--- src/hw/rtl/dle_stx_etx_frame_receiver_core_macros.svh ---
// Assertion helpers shared by the frame receiver modules.
`ifndef DLE_STX_ETX_FRAME_RECEIVER_CORE_MACROS_SVH
`define DLE_STX_ETX_FRAME_RECEIVER_CORE_MACROS_SVH

// Same-cycle implication, checked out of reset.
`define DSER_ASSERT_NOW(lbl, ck, rn, ante, cons) \
    lbl: assert property (@(posedge ck) disable iff (!rn) (ante) |-> (cons)) \
        else $error("dser: same-cycle check failed");

// Next-cycle implication, checked out of reset.
`define DSER_ASSERT_NEXT(lbl, ck, rn, ante, cons) \
    lbl: assert property (@(posedge ck) disable iff (!rn) (ante) |=> (cons)) \
        else $error("dser: next-cycle check failed");

`endif

--- src/hw/rtl/dser_pkg.sv ---
// ----------------------------------------------------------------------------
// dser_pkg
// Shared types and constants of the DLE/STX/ETX frame receiver.
// ----------------------------------------------------------------------------
`default_nettype none

package dser_pkg;

    localparam logic [7:0] CH_DLE = 8'h10;
    localparam logic [7:0] CH_STX = 8'h02;
    localparam logic [7:0] CH_ETX = 8'h03;

    localparam int FIXED_LEN_W = 7;
    localparam int TRL_COUNT_W = 4;
    localparam int CFG_IDX_W   = 1;
    localparam int CFG_DATA_W  = 7;

    typedef enum logic [CFG_IDX_W-1:0] {
        REG_FIXED_LENGTH  = 1'b0,
        REG_TRAILER_COUNT = 1'b1
    } cfg_reg_t;

    typedef enum logic [1:0] {
        KIND_RX         = 2'd0,
        KIND_RD_PAYLOAD = 2'd1,
        KIND_RD_TRAILER = 2'd2
    } kind_t;

    typedef enum logic [2:0] {
        PH_WAIT_DLE  = 3'd0,
        PH_WAIT_STX  = 3'd1,
        PH_DATA      = 3'd2,
        PH_AFTER_DLE = 3'd3,
        PH_WAIT_ETX  = 3'd4,
        PH_TRAILER   = 3'd5
    } phase_t;

    // Per-beat result info passed from the control stage to the output pipe.
    typedef struct packed {
        logic       done;
        logic [7:0] payload_length;
        logic       rd_payload;
        logic       rd_valid;
    } dser_meta_t;

endpackage

`default_nettype wire

--- src/hw/rtl/dser_mem.sv ---
// ----------------------------------------------------------------------------
// dser_mem
// Single-port-write, single-port-read byte RAM with registered read data.
// ----------------------------------------------------------------------------
`default_nettype none

module dser_mem #(
    parameter int DEPTH = 128,
    parameter int AW    = 7
) (
    input  wire logic          clk,
    input  wire logic          we,
    input  wire logic [AW-1:0] waddr,
    input  wire logic [7:0]    wdata,
    input  wire logic          re,
    input  wire logic [AW-1:0] raddr,
    output logic [7:0]         rdata
);

    logic [7:0] mem [DEPTH];
    logic [7:0] rdata_reg;

    always_ff @(posedge clk)
    begin
        if (we)
        begin
            mem[waddr] <= wdata;
        end
    end

    always_ff @(posedge clk)
    begin
        if (re)
        begin
            rdata_reg <= mem[raddr];
        end
    end

    assign rdata = rdata_reg;

endmodule

`default_nettype wire

--- src/hw/rtl/dser_ctrl.sv ---
// ----------------------------------------------------------------------------
// dser_ctrl
// Framing state machine, counters and config registers; drives the buffer
// writes and read requests for each accepted beat.
// ----------------------------------------------------------------------------
`default_nettype none
`include "dle_stx_etx_frame_receiver_core_macros.svh"

module dser_ctrl #(
    parameter int MAX_LEN     = 128,
    parameter int MAX_TRAILER = 8,
    parameter int PAW         = 7,
    parameter int TAW         = 3
) (
    input  wire logic                             clk,
    input  wire logic                             rst_n,
    input  wire logic                             cfg_we,
    input  wire logic [dser_pkg::CFG_IDX_W-1:0]   cfg_index,
    input  wire logic [dser_pkg::CFG_DATA_W-1:0]  cfg_data,
    input  wire logic                             accept,
    input  wire logic [1:0]                       kind,
    input  wire logic [7:0]                       rx_byte,
    input  wire logic [6:0]                       read_index,
    output dser_pkg::dser_meta_t                  meta,
    output logic                                  pay_we,
    output logic [PAW-1:0]                        pay_waddr,
    output logic [7:0]                            pay_wdata,
    output logic                                  pay_re,
    output logic [PAW-1:0]                        pay_raddr,
    output logic                                  trl_we,
    output logic [TAW-1:0]                        trl_waddr,
    output logic [7:0]                            trl_wdata,
    output logic                                  trl_re,
    output logic [TAW-1:0]                        trl_raddr
);

    import dser_pkg::*;

    localparam int CNT_W  = $clog2(MAX_LEN + 1);
    localparam int TW     = $clog2(MAX_TRAILER + 1);
    localparam int CMP_W  = (CNT_W > 8) ? CNT_W : 8;
    localparam int TCMP_W = (TW > TRL_COUNT_W) ? TW : TRL_COUNT_W;
    localparam int RP_W   = (CNT_W > 7) ? CNT_W : 7;
    localparam int RT_W   = (TW > 7) ? TW : 7;

    phase_t                  phase_reg, phase_next, phase_cur;
    logic [CNT_W-1:0]        count_reg, count_next, count_cur;
    logic [TW-1:0]           fill_reg, fill_next;
    logic [FIXED_LEN_W-1:0]  fixed_len_reg;
    logic [TRL_COUNT_W-1:0]  trl_count_reg;

    logic                    guard;
    logic [CMP_W-1:0]        count_x, fixed_x, count_cur_x, len_x;
    logic [TCMP_W-1:0]       trl_x, target_x, fill_after_x;
    logic [TW-1:0]           fill_after;
    logic [RP_W-1:0]         idx_p;
    logic [RT_W-1:0]         idx_t;
    logic                    done;
    logic                    eof;

    // Config registers
    always_ff @(posedge clk or negedge rst_n)
    begin
        if (!rst_n)
        begin
            fixed_len_reg <= '0;
            trl_count_reg <= '0;
        end
        else if (cfg_we)
        begin
            case (cfg_index)
                REG_FIXED_LENGTH:  fixed_len_reg <= cfg_data[FIXED_LEN_W-1:0];
                REG_TRAILER_COUNT: trl_count_reg <= cfg_data[TRL_COUNT_W-1:0];
                default: ;
            endcase
        end
    end

    always_ff @(posedge clk or negedge rst_n)
    begin
        if (!rst_n)
        begin
            phase_reg <= PH_WAIT_DLE;
            count_reg <= '0;
            fill_reg  <= '0;
        end
        else
        begin
            phase_reg <= phase_next;
            count_reg <= count_next;
            fill_reg  <= fill_next;
        end
    end

    // Overflow guard, applied before every received byte
    always_comb
    begin
        count_x  = CMP_W'(count_reg);
        fixed_x  = CMP_W'(fixed_len_reg);
        guard    = ((fixed_len_reg != '0) && (count_x > (fixed_x + CMP_W'(1))))
                   || (count_reg >= CNT_W'(MAX_LEN));
        phase_cur   = guard ? PH_WAIT_DLE : phase_reg;
        count_cur   = guard ? '0 : count_reg;
        count_cur_x = CMP_W'(count_cur);
        trl_x       = TCMP_W'(trl_count_reg);
        target_x    = (trl_x > TCMP_W'(MAX_TRAILER)) ? TCMP_W'(MAX_TRAILER) : trl_x;
        idx_p       = RP_W'(read_index);
        idx_t       = RT_W'(read_index);
    end

    always_comb
    begin
        phase_next = phase_reg;
        count_next = count_reg;
        fill_next  = fill_reg;
        fill_after = fill_reg;
        fill_after_x = '0;
        done       = 1'b0;
        eof        = 1'b0;
        pay_we     = 1'b0;
        pay_waddr  = count_cur[PAW-1:0];
        pay_wdata  = rx_byte;
        pay_re     = 1'b0;
        pay_raddr  = idx_p[PAW-1:0];
        trl_we     = 1'b0;
        trl_waddr  = fill_reg[TAW-1:0];
        trl_wdata  = rx_byte;
        trl_re     = 1'b0;
        trl_raddr  = idx_t[TAW-1:0];
        meta.rd_payload = 1'b0;
        meta.rd_valid   = 1'b0;

        if (accept)
        begin
            case (kind)
                KIND_RX:
                begin
                    phase_next = phase_cur;
                    count_next = count_cur;
                    case (phase_cur)
                        PH_WAIT_DLE:
                        begin
                            if (rx_byte == CH_DLE)
                            begin
                                phase_next = PH_WAIT_STX;
                            end
                        end
                        PH_WAIT_STX:
                        begin
                            if (rx_byte == CH_STX)
                            begin
                                phase_next = PH_DATA;
                                count_next = '0;
                            end
                            else
                            begin
                                phase_next = PH_WAIT_DLE;
                            end
                        end
                        PH_DATA:
                        begin
                            // guard keeps count_cur below MAX_LEN here
                            pay_we     = 1'b1;
                            count_next = count_cur + CNT_W'(1);
                            if (rx_byte == CH_DLE)
                            begin
                                if (fixed_len_reg == '0)
                                begin
                                    phase_next = PH_AFTER_DLE;
                                end
                                else if (count_cur_x == fixed_x)
                                begin
                                    phase_next = PH_WAIT_ETX;
                                end
                            end
                        end
                        PH_AFTER_DLE:
                        begin
                            if (rx_byte == CH_DLE)
                            begin
                                phase_next = PH_DATA;
                            end
                            else if (rx_byte == CH_ETX)
                            begin
                                eof = 1'b1;
                            end
                            else
                            begin
                                phase_next = PH_WAIT_DLE;
                            end
                        end
                        PH_WAIT_ETX:
                        begin
                            if (rx_byte == CH_ETX)
                            begin
                                eof = 1'b1;
                            end
                            else
                            begin
                                phase_next = PH_WAIT_DLE;
                            end
                        end
                        PH_TRAILER:
                        begin
                            if (fill_reg < TW'(MAX_TRAILER))
                            begin
                                trl_we     = 1'b1;
                                fill_after = fill_reg + TW'(1);
                            end
                            fill_next    = fill_after;
                            fill_after_x = TCMP_W'(fill_after);
                            if (fill_after_x >= target_x)
                            begin
                                phase_next = PH_WAIT_DLE;
                                done       = 1'b1;
                            end
                        end
                        default:
                        begin
                            phase_next = PH_WAIT_DLE;
                        end
                    endcase

                    // DLE ETX: drop the stored DLE, then trailer or done
                    if (eof)
                    begin
                        count_next = (count_cur != '0) ? (count_cur - CNT_W'(1)) : count_cur;
                        fill_next  = '0;
                        if (target_x != '0)
                        begin
                            phase_next = PH_TRAILER;
                        end
                        else
                        begin
                            phase_next = PH_WAIT_DLE;
                            done       = 1'b1;
                        end
                    end
                end
                KIND_RD_PAYLOAD:
                begin
                    meta.rd_payload = 1'b1;
                    meta.rd_valid   = (idx_p < RP_W'(count_reg)) && (idx_p < RP_W'(MAX_LEN));
                    pay_re          = meta.rd_valid;
                end
                KIND_RD_TRAILER:
                begin
                    meta.rd_valid = (idx_t < RT_W'(fill_reg)) && (idx_t < RT_W'(MAX_TRAILER));
                    trl_re        = meta.rd_valid;
                end
                default: ;
            endcase
        end

        len_x               = CMP_W'(count_next);
        meta.done           = done;
        meta.payload_length = len_x[7:0];
    end

    `DSER_ASSERT_NOW(a_count_bound, clk, rst_n, 1'b1, (count_reg <= CNT_W'(MAX_LEN)))
    `DSER_ASSERT_NOW(a_fill_bound, clk, rst_n, 1'b1, (fill_reg <= TW'(MAX_TRAILER)))
    `DSER_ASSERT_NEXT(a_done_idle, clk, rst_n, (accept && done), (phase_reg == PH_WAIT_DLE))

endmodule

`default_nettype wire

--- src/hw/rtl/dser_out.sv ---
// ----------------------------------------------------------------------------
// dser_out
// Two-entry result pipe: a read-data stage aligned with the buffer RAMs and
// an output register, so a new beat is taken while a result waits.
// ----------------------------------------------------------------------------
`default_nettype none
`include "dle_stx_etx_frame_receiver_core_macros.svh"

module dser_out (
    input  wire logic                  clk,
    input  wire logic                  rst_n,
    input  wire logic                  accept,
    input  dser_pkg::dser_meta_t       meta,
    input  wire logic [7:0]            pay_rdata,
    input  wire logic [7:0]            trl_rdata,
    input  wire logic                  result_stall,
    output logic                       busy,
    output logic                       result_valid,
    output logic                       frame_done,
    output logic [7:0]                 payload_length,
    output logic [7:0]                 read_value,
    output logic                       read_valid
);

    import dser_pkg::*;

    logic       s1_valid_reg, s1_valid_next;
    dser_meta_t s1_meta_reg;
    logic       s2_valid_reg, s2_valid_next;
    logic       done_reg, rd_valid_reg;
    logic [7:0] len_reg, value_reg;
    logic       s1_move;
    logic [7:0] s1_value;

    assign s1_move       = s1_valid_reg && (!s2_valid_reg || !result_stall);
    assign busy          = s1_valid_reg && !s1_move;
    assign s1_valid_next = accept || (s1_valid_reg && !s1_move);
    assign s2_valid_next = s1_move || (s2_valid_reg && result_stall);

    always_comb
    begin
        if (!s1_meta_reg.rd_valid)
        begin
            s1_value = 8'h00;
        end
        else if (s1_meta_reg.rd_payload)
        begin
            s1_value = pay_rdata;
        end
        else
        begin
            s1_value = trl_rdata;
        end
    end

    always_ff @(posedge clk or negedge rst_n)
    begin
        if (!rst_n)
        begin
            s1_valid_reg <= 1'b0;
            s2_valid_reg <= 1'b0;
        end
        else
        begin
            s1_valid_reg <= s1_valid_next;
            s2_valid_reg <= s2_valid_next;
        end
    end

    always_ff @(posedge clk)
    begin
        if (accept)
        begin
            s1_meta_reg <= meta;
        end
        if (s1_move)
        begin
            done_reg     <= s1_meta_reg.done;
            len_reg      <= s1_meta_reg.payload_length;
            value_reg    <= s1_value;
            rd_valid_reg <= s1_meta_reg.rd_valid;
        end
    end

    assign result_valid   = s2_valid_reg;
    assign frame_done     = done_reg;
    assign payload_length = len_reg;
    assign read_value     = value_reg;
    assign read_valid     = rd_valid_reg;

    `DSER_ASSERT_NOW(a_busy_full, clk, rst_n, busy, (s2_valid_reg && s1_valid_reg))
    `DSER_ASSERT_NOW(a_no_accept_busy, clk, rst_n, busy, !accept)
    `DSER_ASSERT_NEXT(a_s1_hold, clk, rst_n, busy, ($stable(s1_meta_reg) && s1_valid_reg))

endmodule

`default_nettype wire

--- src/hw/rtl/dle_stx_etx_frame_receiver_core.sv ---
// ----------------------------------------------------------------------------
// dle_stx_etx_frame_receiver_core
// DLE STX ... DLE ETX framed byte receiver with trailer capture and
// indexed read-back of payload and trailer bytes.
// ----------------------------------------------------------------------------
// Takes one beat per clock while item_stall is low: a received line byte or
// a read of a stored payload/trailer byte. Each beat gives exactly one result
// beat; the framing state and counters update in the accept cycle, the
// payload and trailer RAMs are written in that cycle and give registered read
// data, and the result then lands in an output register.
// Two results can be held, so item_stall rises only when the output is
// stalled and both stages are full. The RAMs need no clearing pass after
// reset. cfg_ready is always high; write config only while idle.
`default_nettype none

module dle_stx_etx_frame_receiver_core #(
    parameter int MAX_LEN     = 128,
    parameter int MAX_TRAILER = 8
) (
    input  wire logic                             clk,
    input  wire logic                             rst_n,
    input  wire logic                             cfg_valid,
    output logic                                  cfg_ready,
    input  wire logic [dser_pkg::CFG_IDX_W-1:0]   cfg_index,
    input  wire logic [dser_pkg::CFG_DATA_W-1:0]  cfg_data,
    input  wire logic                             item_valid,
    output logic                                  item_stall,
    input  wire logic [1:0]                       kind,
    input  wire logic [7:0]                       rx_byte,
    input  wire logic [6:0]                       read_index,
    output logic                                  result_valid,
    input  wire logic                             result_stall,
    output logic                                  frame_done,
    output logic [7:0]                            payload_length,
    output logic [7:0]                            read_value,
    output logic                                  read_valid
);

    import dser_pkg::*;

    localparam int PAW = $clog2(MAX_LEN);
    localparam int TAW = (MAX_TRAILER > 1) ? $clog2(MAX_TRAILER) : 1;

    logic           accept;
    dser_meta_t     meta;
    logic           pay_we, pay_re, trl_we, trl_re;
    logic [PAW-1:0] pay_waddr, pay_raddr;
    logic [TAW-1:0] trl_waddr, trl_raddr;
    logic [7:0]     pay_wdata, trl_wdata, pay_rdata, trl_rdata;

    assign cfg_ready = 1'b1;
    assign accept    = item_valid && !item_stall;

    dser_ctrl #(
        .MAX_LEN     (MAX_LEN),
        .MAX_TRAILER (MAX_TRAILER),
        .PAW         (PAW),
        .TAW         (TAW)
    ) u_ctrl (
        .clk        (clk),
        .rst_n      (rst_n),
        .cfg_we     (cfg_valid && cfg_ready),
        .cfg_index  (cfg_index),
        .cfg_data   (cfg_data),
        .accept     (accept),
        .kind       (kind),
        .rx_byte    (rx_byte),
        .read_index (read_index),
        .meta       (meta),
        .pay_we     (pay_we),
        .pay_waddr  (pay_waddr),
        .pay_wdata  (pay_wdata),
        .pay_re     (pay_re),
        .pay_raddr  (pay_raddr),
        .trl_we     (trl_we),
        .trl_waddr  (trl_waddr),
        .trl_wdata  (trl_wdata),
        .trl_re     (trl_re),
        .trl_raddr  (trl_raddr)
    );

    dser_mem #(
        .DEPTH (MAX_LEN),
        .AW    (PAW)
    ) u_pay_mem (
        .clk   (clk),
        .we    (pay_we),
        .waddr (pay_waddr),
        .wdata (pay_wdata),
        .re    (pay_re),
        .raddr (pay_raddr),
        .rdata (pay_rdata)
    );

    dser_mem #(
        .DEPTH (MAX_TRAILER),
        .AW    (TAW)
    ) u_trl_mem (
        .clk   (clk),
        .we    (trl_we),
        .waddr (trl_waddr),
        .wdata (trl_wdata),
        .re    (trl_re),
        .raddr (trl_raddr),
        .rdata (trl_rdata)
    );

    dser_out u_out (
        .clk            (clk),
        .rst_n          (rst_n),
        .accept         (accept),
        .meta           (meta),
        .pay_rdata      (pay_rdata),
        .trl_rdata      (trl_rdata),
        .result_stall   (result_stall),
        .busy           (item_stall),
        .result_valid   (result_valid),
        .frame_done     (frame_done),
        .payload_length (payload_length),
        .read_value     (read_value),
        .read_valid     (read_valid)
    );

endmodule

`default_nettype wire

--- config.mk ---
export PLATFORM = sky130hd
export DESIGN_NAME = dle_stx_etx_frame_receiver_core
export DESIGN_NICKNAME = d
export VERILOG_FILES = /design/src/hw/rtl/dser_pkg.sv /design/src/hw/rtl/dser_mem.sv /design/src/hw/rtl/dser_ctrl.sv /design/src/hw/rtl/dser_out.sv /design/src/hw/rtl/dle_stx_etx_frame_receiver_core.sv
export VERILOG_INCLUDE_DIRS = /design/src /design/src/hw/rtl
export SDC_FILE = /design/constraint.sdc
export NUM_CORES = 1
export LEC_CHECK = 0
export ABC_AREA = 1
export ABC_CLOCK_PERIOD_IN_PS = 3800
export BUFFER_PORTS_ARGS = -buffer_cell sky130_fd_sc_hd__buf_2
export CORE_UTILIZATION = 40
export CTS_CLUSTER_SIZE = 16
export DETAILED_ROUTE_END_ITERATION = 12
export PLACE_DENSITY = 0.61
export SYNTH_ARGS = -nofsm -noshare
export SYNTH_HDL_FRONTEND = slang
export SYNTH_SLANG_ARGS = --single-unit
--- constraint.sdc ---
create_clock -name clk -period 3.8 [get_ports clk]
set_input_delay 1.14 -clock clk [delete_from_list [all_inputs] [get_ports clk]]
set_output_delay 1.14 -clock clk [all_outputs]
set_load 0.01 [all_outputs]
=== Yosys cells after proc, flatten, opt, wreduce, memory -nomap -nowiden ===
Memory sizes are Yosys's and may differ from the RTL's. A register that Yosys moved wholly into a read port is not among the register bits.
Index checks and enable logic that the tools add are counted.

* Register bits after elaboration: 57
* RAM bits: 1088
* Bits of input ports: 30
* Logic and storage cells: 121
* Output and inout port bits: 21
* Memories kept: 2

{| class="wikitable"
|+ Memory list
! name !! words !! width !! read ports !! clocked after memory_dff !! write ports !! line !! RTL
|-
| u_pay_mem.mem || 128 || 8 || 1 || 1 || 1 || dser_mem.sv:20 || <nowiki>logic [7:0] mem [DEPTH];</nowiki>
|-
| u_trl_mem.mem || 8 || 8 || 1 || 1 || 1 || dser_mem.sv:20 ||
|}

* Mux-type cells: 53
* Equality and inequality tests: 11
* Add/subtract/negate cells: 4
* Order comparisons: 9
* Reduce and logical (&&, ||, !) cells: 26
* Bitwise operators: 1

{| class="wikitable"
|+ Operator list
! operator !! count
|-
| $mux 8 || 7
|-
| $mux 3 || 10
|-
| $mux 4 || 7
|-
| $mux 1 || 24
|-
| $pmux 3 s6 || 1
|-
| $eq 8x2->1 const B || 2
|-
| $pmux 8 s2 || 1
|-
| $add 7x1->8 const B || 1
|-
| $add 8x1->8 const B || 1
|-
| $eq 8x5->1 const B || 1
|-
| $eq 8x7->1 || 1
|-
| $ge 8x8->1 const B || 1
|-
| $gt 8x8->1 || 1
|-
| $lt 7x8->1 || 1
|-
| $lt 7x8->1 const B || 1
|-
| $reduce_bool 8->1 || 1
|-
| $sub 8x1->8 const B || 1
|-
| $logic_and 1x1->1 || 7
|-
| $logic_not 7->1 || 1
|-
| $lt 7x4->1 || 1
|-
| $lt 7x4->1 const B || 1
|-
| $reduce_bool 7->1 || 1
|-
| $eq 3x2->1 const B || 2
|-
| $eq 3x3->1 const B || 2
|-
| other kinds (18) || 27
|}

=== Logic depth before layout (Yosys ltp) ===
Gate-level depths: netlist of run 1.

* Depth after elaboration: 14
* Depth in mapped cells: 26

=== Cells and area by module ===
From an unflattened synthesis of run 1, not the netlist that was laid out.

* Cell total of the unflattened synthesis: 4397
* Area total of the unflattened synthesis: 49548.8 um2

{| class="wikitable"
|+ By module, submodules not included
! module !! area each (um2) !! cells each !! times used !! seq. area each (um2)
|-
| dser_mem (u_pay_mem) || 42184.2 || 3575 || 1 || 30989.7
|-
| dser_mem (u_trl_mem) || 3130.5 || 303 || 1 || 2162.1
|-
| dser_ctrl || 3067.9 || 435 || 1 || 650.6
|-
| dser_out || 1144.8 || 80 || 1 || 920.9
|-
| dle_stx_etx_frame_receiver_core || 21.3 || 4 || 1 || 0.0
|}

=== Worst setup path before layout of run 1 ===
Ideal clock, no wire load.

* Path type: flip-flop to flip-flop
* Start point: register u_ctrl.fixed_len_reg[2]
* End point: memory u_trl_mem.mem[5][0] (enable)
* Stages on the path, launching flop included: 20
* Path slack: 0.172 ns
* Library setup time: 0.383 ns
* Arrival: 3.244 ns
* Path through: dfrtp_1 -> inv_1 -> nor3_1 -> nand3_1 -> nor2_1 -> nand2_1 -> ha_1 -> a21o_1 -> nor2_1 -> nand2_1 -> nand2_2 -> buf_6 -> nand2_4 -> nor2_1 -> nand2_1 -> nor2_1 -> nand2_1 -> nor2_1 -> nand2_1 -> nor3_1

* Word-level cells in the longest chain between the ends: 11
* Elaborated cells between the ends (all ways): 12
* Those cells by class: 1 x add/sub; 1 x order compare; 1 x eq/ne; 6 x mux; 3 x reduce/logical

{| class="wikitable"
|+ Ends and longest elaborated chain
! item !! line !! RTL
|-
| start: declaration || dser_ctrl.sv:49 || <nowiki>logic [FIXED_LEN_W-1:0] fixed_len_reg;</nowiki>
|-
| start signal: assignment || dser_ctrl.sv:72 || <nowiki>REG_FIXED_LENGTH: fixed_len_reg <= cfg_data[FIXED_LEN_W-1:0];</nowiki>
|-
| $add 7x1->8 || dser_ctrl.sv:100 || <nowiki>guard = ((fixed_len_reg != '0) && (count_x > (fixed_x + CMP_W'(1))))</nowiki>
|-
| $gt 8x8->1 || dser_ctrl.sv:100 ||
|-
| $logic_and 1x1->1 * || dser_ctrl.sv:100 ||
|-
| $logic_or 1x1->1 * || dser_ctrl.sv:101 || <nowiki>|| (count_reg >= CNT_W'(MAX_LEN));</nowiki>
|-
| $mux 3 * || dser_ctrl.sv:102 || <nowiki>phase_cur = guard ? PH_WAIT_DLE : phase_reg;</nowiki>
|-
| $eq 3x3->1 * || dser_ctrl.sv:140 || <nowiki>case (phase_cur)</nowiki>
|-
| $mux 1 * || dser_ctrl.sv:140 ||
|-
| $mux 1 * || dser_ctrl.sv:135 || <nowiki>case (kind)</nowiki>
|-
| $mux 1 * || dser_ctrl.sv:133 || <nowiki>if (accept)</nowiki>
|-
| $mux 1 * || dser_mem.sv:25 || <nowiki>if (we)</nowiki>
|-
| $mux 1 (implied by the code) * || dser_mem.sv:27 || <nowiki>mem[waddr] <= wdata;</nowiki>
|-
| end: declaration || dser_mem.sv:20 ||
|}

Mark *: on every way between the ends. The rest lies on a longest branch, timed or not.

=== Worst setup path in the final report of run 1 ===
* Start point: register u_ctrl.fixed_len_reg[0]
* End point: memory u_pay_mem.mem[70][6] (enable)

* Word-level cells in the longest chain between the ends: 11
* Elaborated cells between the ends (all ways): 13
* Those cells by class: 1 x add/sub; 1 x order compare; 1 x eq/ne; 7 x mux; 3 x reduce/logical

{| class="wikitable"
|+ Ends and longest elaborated chain
! item !! line
|-
| $add 7x1->8 || dser_ctrl.sv:100
|-
| $gt 8x8->1 || dser_ctrl.sv:100
|-
| $logic_and 1x1->1 * || dser_ctrl.sv:100
|-
| $logic_or 1x1->1 * || dser_ctrl.sv:101
|-
| $mux 3 || dser_ctrl.sv:102
|-
| $eq 3x2->1 || dser_ctrl.sv:140
|-
| $mux 1 || dser_ctrl.sv:140
|-
| $mux 1 || dser_ctrl.sv:135
|-
| $mux 1 || dser_ctrl.sv:133
|-
| $mux 1 || dser_mem.sv:25
|-
| $mux 1 (implied by the code) || dser_mem.sv:27
|-
| end: declaration || dser_mem.sv:20
|}

Marks and branches as above.

==> flow_summary_export.csv, run 1 <==
group,metric,value,unit
global_route,gr-usage-all-layers,21.24,%
flow_run,drv.max_cap_violation_count,0,
sta,slew_headroom,32.80,%
pwr,p_leak,0.01822,µW
cts,cts_buffers,116,
sta,final-setup-viol-count,0,
setup_path,critPathMaxFanout,8,
setup_path,reg_to_reg_setup_timing_slack,290,ps
floorplan,io_pins,51,
drt,routed_wl,127900,µm
cts,h-tree-depth,3,
setup_path,critical_path_class,"reg2reg",
hold_path,hold_path.startpoint,"u_out.s1_meta_reg[2]",
global_route,grt_remaining_overflow,0,
sta,fmax,0.2846,GHz
setup_path,r2r_cells,18,
synth,cell_with_the_most_instances_after_synthesis,"sky130_fd_sc_hd__edfxtp_1",
synth,postSynthNetCount,3784,
cts,tritoncts,"done",
floorplan,floorplan.rows,125,
global_route,initial_antenna_violation_count,2,
setup_path,critical_path.startpoint,"u_ctrl.fixed_len_reg[0]",
drt,post_drt_wl_per_cell,23.05,µm
drt,ant_nets,0,
synth,avgSynthCellArea,12.63,µm²
final_layout,core_utilization_of_the_finished_layout,47.23,%
floorplan,fp.dieArea,0.1190,mm²
sta,timing.final.hold_violations,0,
cts,clk_pin_slew_worst_paths,60,ps
setup_path,cp.arrival,3910,ps
synth,syn_area,0.04705,mm²
setup_path,rr_startpoint,"u_ctrl.fixed_len_reg[0]",
drt,detail_route.drc_violations,0,
drt,drt-pass1-iter-count,5,
synth,synth_enable_flop_cells,1133,
global_route,grt_max_degree,138,
synth,postSynthRegisterBits,1161,
floorplan,dieHeight,345.0,µm
final_layout,finalNonFillerCells,5549,
drt,drt-initial-drc-count,3502,
sta,worst_slew_pin_slew,1008,ps
final_layout,largest_register_ff_count,1024,
synth,yosys.area.top_type_share,72.31,%
final_layout,final_nets,3983,
sta,maximum_clock_skew_at_final_layout,23.74,ps
synth,part_of_the_yosys_area_used_for_sequential_elements,73.80,%
cts,cts.sinks,1161,
sta,unrepaired_setup_endpoints_after_global_routing,"true",
status,run_status,"completed",
synth,synth_area_leaders,"sky130_fd_sc_hd__edfxtp_1 72%, sky130_fd_sc_hd__o21ai_0 7.2%, sky130_fd_sc_hd__nor2_1 6.9%",
placed_design,dp_hpwl,75220,µm
pwr,power_density,520.6,mW/mm²
drt,vias_per_cell,5.609,
global_route,grt_first_pass_wirelength,188900,µm
floorplan,placeableCoreArea,0.1164,mm²
floorplan,floorplan.initialDensity,40.44,%
final_layout,drive_above_1_share,13.87,%
floorplan,die_x,345.0,µm
hold_path,hold_path_depth,0,
setup_path,end_kind,"flop",
cts,clk_latency,710,ps
synth,synth-async-reset-ratio,2.412,%
synth,warning_count_from_the_yosys_run,0,
synth,synthCells,3724,
placed_design,io_buffer_count,49,
cts,clock-root-buffer,"sky130_fd_sc_hd__clkbuf_16",
drt,vias,31130,
final_layout,syn_to_final_growth,16.81,%
synth,most_frequent_cells_after_synthesis,"1133 x sky130_fd_sc_hd__edfxtp_1, 871 x sky130_fd_sc_hd__nor2_1, 677 x sky130_fd_sc_hd__o21ai_0",
synth,synth_area_leader_cell,"sky130_fd_sc_hd__edfxtp_1",
sta,part_of_the_cycle_the_worst_path_needs,92.47,%
sta,drv_slew,0,
cts,cts-root-to-sink-buffers,3,
global_route,grt_pass1_vias,29750,
setup_path,critical_path.startpoint_type,"flop",
sta,timing.final.crit_period,3514,ps
synth,predominant_post_synthesis_flop_cell,"sky130_fd_sc_hd__edfxtp_1",
synth,ys_types,46,
setup_path,crit_required,4200,ps
placed_design,gp_congestion,0.9247,
placed_design,placed_cells_incl_taps,5321,
pwr,vdd.ir_drop.worst,0.3959,mV
hold_path,hp-class,"reg2reg",
[routing by layer]
layer | vias up | wire [µm] | track usage (%)
li1 | 14230 | - | -
met1 | 15430 | 55420 | 30.11
met2 | 1284 | 58990 | 33.24
met3 | 188 | 9726 | 3.491
met4 | 0 | 3770 | 7.168
met5 | - | 0 | 0
[kinds of logic (layout without fill, tap and decap cells)]
family,Yosys count,in the layout,share of synthesized area [%]
buf+inv,332,632,2.760
compound gates,1078,1078,13.00
other cells,1,2,0.007970
flops,1161,1161,73.80
fa+ha+maj,30,30,0.7977
simple gates,1111,1111,9.435
xor+xnor,11,11,0.2048
[cell usage in the layout (no fill, tap or decap), types with 30 or more instances in the layout]
cell type / netlist / final
sky130_fd_sc_hd__buf_12: 0 / 34
sky130_fd_sc_hd__inv_1: 76 / 73
sky130_fd_sc_hd__edfxtp_1: 1133 / 1133
sky130_fd_sc_hd__ha_1: 30 / 30
sky130_fd_sc_hd__nand2_1: 123 / 112
sky130_fd_sc_hd__nand3_1: 65 / 61
sky130_fd_sc_hd__o221ai_1: 88 / 88
sky130_fd_sc_hd__clkbuf_16: 0 / 120
sky130_fd_sc_hd__nor2_1: 871 / 868
sky130_fd_sc_hd__o21ai_0: 677 / 677
sky130_fd_sc_hd__o22ai_1: 235 / 235
sky130_fd_sc_hd__buf_4: 2 / 251
sky130_fd_sc_hd__buf_2: 30 / 38
[stage by stage]
step                      power (µW)  cell area, µm²  worst slack [ps]  hold slack [ps]  TNS (ps)
final                          28610           54960             286.2            426.3         0
after global routing           29460           54960            -82.35            431.8     -1327
after CTS                      28730           54790             81.04            420.5         0
after detailed placement       16740           50750            -28.45            405.6    -50.70
after global placement         16720           50750            -23.80            434.0    -23.80
after floorplan                15710           47050             172.4            400.3         0
[final cells by class]
type                    instances  area, µm²
flip-flops and latches       1161      34720
fillers                     10240      61400
multi-input cells            2231      11140
clock buffers                 147       3104
clock inverters                72      930.9
well taps                    1524       1907
inverters                      85      339.1
repair buffers                328       2818
diodes                          1      2.502
[power breakdown]
group          internal [µW]  switching, µW
Clock                   7210           4860
Sequential             14200            103
Combinational            663           1630
Total                  22000           6590
[final timing paths]
| check | endpoint |
|---|---|
| max | u_pay_mem.mem[70][6] |
| min | u_out.payload_length[0] |
| max reg2reg | u_pay_mem.mem[70][6] |
| min reg2reg | u_out.payload_length[0] |
| max in group asynchronous | u_ctrl.fill_reg[0] |
| min in group asynchronous | u_ctrl.trl_count_reg[0] |
[critical path, cell delays in order, from the launching register on]
cell	delay (ps)
sky130_fd_sc_hd__dfrtp_1	410
sky130_fd_sc_hd__ha_1	240
sky130_fd_sc_hd__nand3_1	140
sky130_fd_sc_hd__nor3_2	60
sky130_fd_sc_hd__xor2_1	140
sky130_fd_sc_hd__ha_1	280
sky130_fd_sc_hd__nand2_1	60
sky130_fd_sc_hd__nor2_1	130
sky130_fd_sc_hd__nand2_1	80
sky130_fd_sc_hd__nand2_1	90
sky130_fd_sc_hd__inv_2	50
sky130_fd_sc_hd__a21oi_2	150
sky130_fd_sc_hd__nand2_1	80
sky130_fd_sc_hd__inv_1	210
sky130_fd_sc_hd__nand2_1	170
sky130_fd_sc_hd__nor2_1	250
sky130_fd_sc_hd__inv_1	270
sky130_fd_sc_hd__nor2_1	180
sky130_fd_sc_hd__buf_4	200
[timing repair]
| action | in CTS | in global routing |
|---|---|---|
| setup endpoints to repair | 10 | 1082 |
| hold buffers | 0 | 0 |
| buffers inserted | 0 | 8 |
| resized for setup | 1 | 30 |
| pin swaps | 0 | 3 |
Note: power is estimated with default switching activity, not from simulation.
==> run 2: changes to the inputs <==
Settings changed: BUFFER_PORTS_ARGS -buffer_cell sky130_fd_sc_hd__buf_2 to -buffer_cell sky130_fd_sc_hd__buf_4.
==> run 2 against run 1 <==
Net effect: non-clock buffer count increased by 1; sequential cell count unchanged; power decreased by 1.5%; final area fell by 0.27%; combinational power is essentially flat; wire length down 0.30%; die area unchanged; critical path depth is 7 higher; setup slack got worse by 64 ps; hold slack lost 51 ps; fmax is 1.8% lower; critical endpoint is now u_out.s1_meta_reg[6].
==> flow_summary_export.csv, run 2 (same netlist as run 1, synthesis figures left out) <==
group,metric,value,unit
drt,detail_route.drc_violations,0,
hold_path,hp-class,"in2async",
final_layout,num-fill-cells,10280,
floorplan,io_pins,51,
final_layout,drive_above_1_share,13.88,%
final_layout,finalNonFillerCells,5545,
setup_path,critPathMaxFanout,11,
global_route,grt_remaining_overflow,0,
setup_path,critical_path.startpoint_type,"flop",
setup_path,r2r_cells,25,
pwr,post-layout-total-power,28180,µW
sta,final-setup-viol-count,0,
sta,timing.final.hold_violations,0,
setup_path,critical_path_class,"reg2reg",
drt,post_drt_wl_per_cell,23.00,µm
placed_design,gp_congestion,0.9006,
final_layout,most-common-layout-cells,"1133 x sky130_fd_sc_hd__edfxtp_1, 867 x sky130_fd_sc_hd__nor2_1, 677 x sky130_fd_sc_hd__o21ai_0",
setup_path,crit_path_top_delay_cell,"sky130_fd_sc_hd__dfrtp_1",
sta,unrepaired_setup_endpoints_after_global_routing,"true",
cts,tritoncts,"done",
drt,routed_wl,127500,µm
status,run_status,"completed",
setup_path,crit_required,4240,ps
sta,worst_slew_pin_slew,1109,ps
final_layout,layout_commonest_cell,"sky130_fd_sc_hd__edfxtp_1",
setup_path,cp.arrival,4020,ps
floorplan,placeableCoreArea,0.1164,mm²
sta,slew_headroom,26.08,%
global_route,gr-usage-all-layers,21.35,%
final_layout,largest_register_ff_count,1024,
setup_path,rr_startpoint,"u_ctrl.fixed_len_reg[1]",
setup_path,critical_path.startpoint,"u_ctrl.fixed_len_reg[1]",
setup_path,crit_top_cell,"sky130_fd_sc_hd__nand2_1",
sta,hold-worst-slack,375.7,ps
cts,cts.sinks,1161,
placed_design,dp_slack,-35.01,ps
drt,vias_per_cell,5.623,
drt,drt-initial-drc-count,3681,
placed_design,placedInstanceArea,0.05083,mm²
global_route,initial_antenna_violation_count,5,
final_layout,num_antenna_cells,0,
sta,maximum_clock_skew_at_final_layout,20.45,ps
setup_path,end_kind,"flop",
global_route,grt_first_pass_wirelength,191400,µm
cts,clk_pin_slew_worst_paths,70,ps
drt,drt-pass1-iter-count,6,
sta,fmax,0.2795,GHz
global_route,grt_max_degree,137,
cts,cts-root-to-sink-buffers,3,
final_layout,seqCellArea,0.03472,mm²
final_layout,finish.instance_area,0.05481,mm²
cts,clock-root-buffer,"sky130_fd_sc_hd__clkbuf_16",
sta,setup_slack_after_layout,221.7,ps
placed_design,placed_cells_incl_taps,5329,
drt,ant_nets,0,
sta,part_of_the_cycle_the_worst_path_needs,94.16,%
pwr,vdd.ir_drop.worst,0.4191,mV
setup_path,critical_path_cell_count,25,
placed_design,io_buffer_count,49,
sta,timing.final.crit_period,3578,ps
floorplan,floorplan.rows,125,
pwr,p_leak,0.01816,µW
sta,drv_slew,0,
setup_path,critPathMaxStageDelay,380,ps
global_route,grt_pass1_vias,30260,
cts,clk_latency,700,ps
setup_path,worstPathBufferInverterCount,4,
flow_run,drv.max_cap_violation_count,0,
cts,h-tree-depth,3,
floorplan,floorplan.initialDensity,40.44,%
pwr,power_density,514.2,mW/mm²
floorplan,fp.dieArea,0.1190,mm²
placed_design,dp_hpwl,77240,µm
setup_path,reg_to_reg_setup_timing_slack,220,ps
final_layout,final_nets,3984,
final_layout,syn_to_final_growth,16.49,%
setup_path,crit_family,"simple AND/OR/NAND/NOR gates",
floorplan,dieHeight,345.0,µm
drt,vias,31180,
floorplan,die_x,345.0,µm
cts,cts_buffers,116,
final_layout,multi_input_comb_area,0.01111,mm²
[run 2: layout make-up]
cell class              count  share of cell area [%]
repair buffers            329                   5.191
clock inverters            78                   1.511
flip-flops and latches   1161                   63.35
inverters                  85                  0.6140
clock buffers             137                   5.590
multi-input cells        2231                   20.27
well taps                1524                   3.479
[run 2: routing by layer]
| metal | vias up | global-route usage, % | wire length (µm) |
|---|---|---|---|
| li1 | 14230 | - | - |
| met5 | - | 0 | 13 |
| met2 | 1329 | 34.15 | 59780 |
| met3 | 209 | 3.133 | 9784 |
| met4 | 2 | 6.681 | 3647 |
| met1 | 15420 | 30.09 | 54290 |
[run 2: final timing paths]
path | to
worst max-delay path | u_out.s1_meta_reg[6]
worst min-delay path | u_out.s1_valid_reg
worst max register to register | u_out.s1_meta_reg[6]
worst min register to register | u_out.payload_length[0]
max in group asynchronous | u_ctrl.fixed_len_reg[3]
min in group clk | u_out.payload_length[0]
[run 2: what timing repair did]
action                                  CTS  global route
setup buffers                             0             1
pin swaps                                 0             1
endpoints found under the setup margin   13          1009
gates resized for setup                   1            20
hold buffers                              0             0
endpoints found under the hold margin     0             0
[run 2: power by group]
| part | switching, µW | internal [µW] |
|---|---|---|
| logic | 1610 | 670 |
| clock network | 4860 | 6790 |
| registers | 99.0 | 14200 |
| total | 6570 | 21600 |
[run 2: per-stage QoR]
step,TNS (ps),utilization (%)
5_1_grt,-15.45,47.11
3_5_place_dp,-76.22,43.68
2_1_floorplan,0,-
4_1_cts,0,47.03
3_3_place_gp,0,43.68
6_report,0,47.11
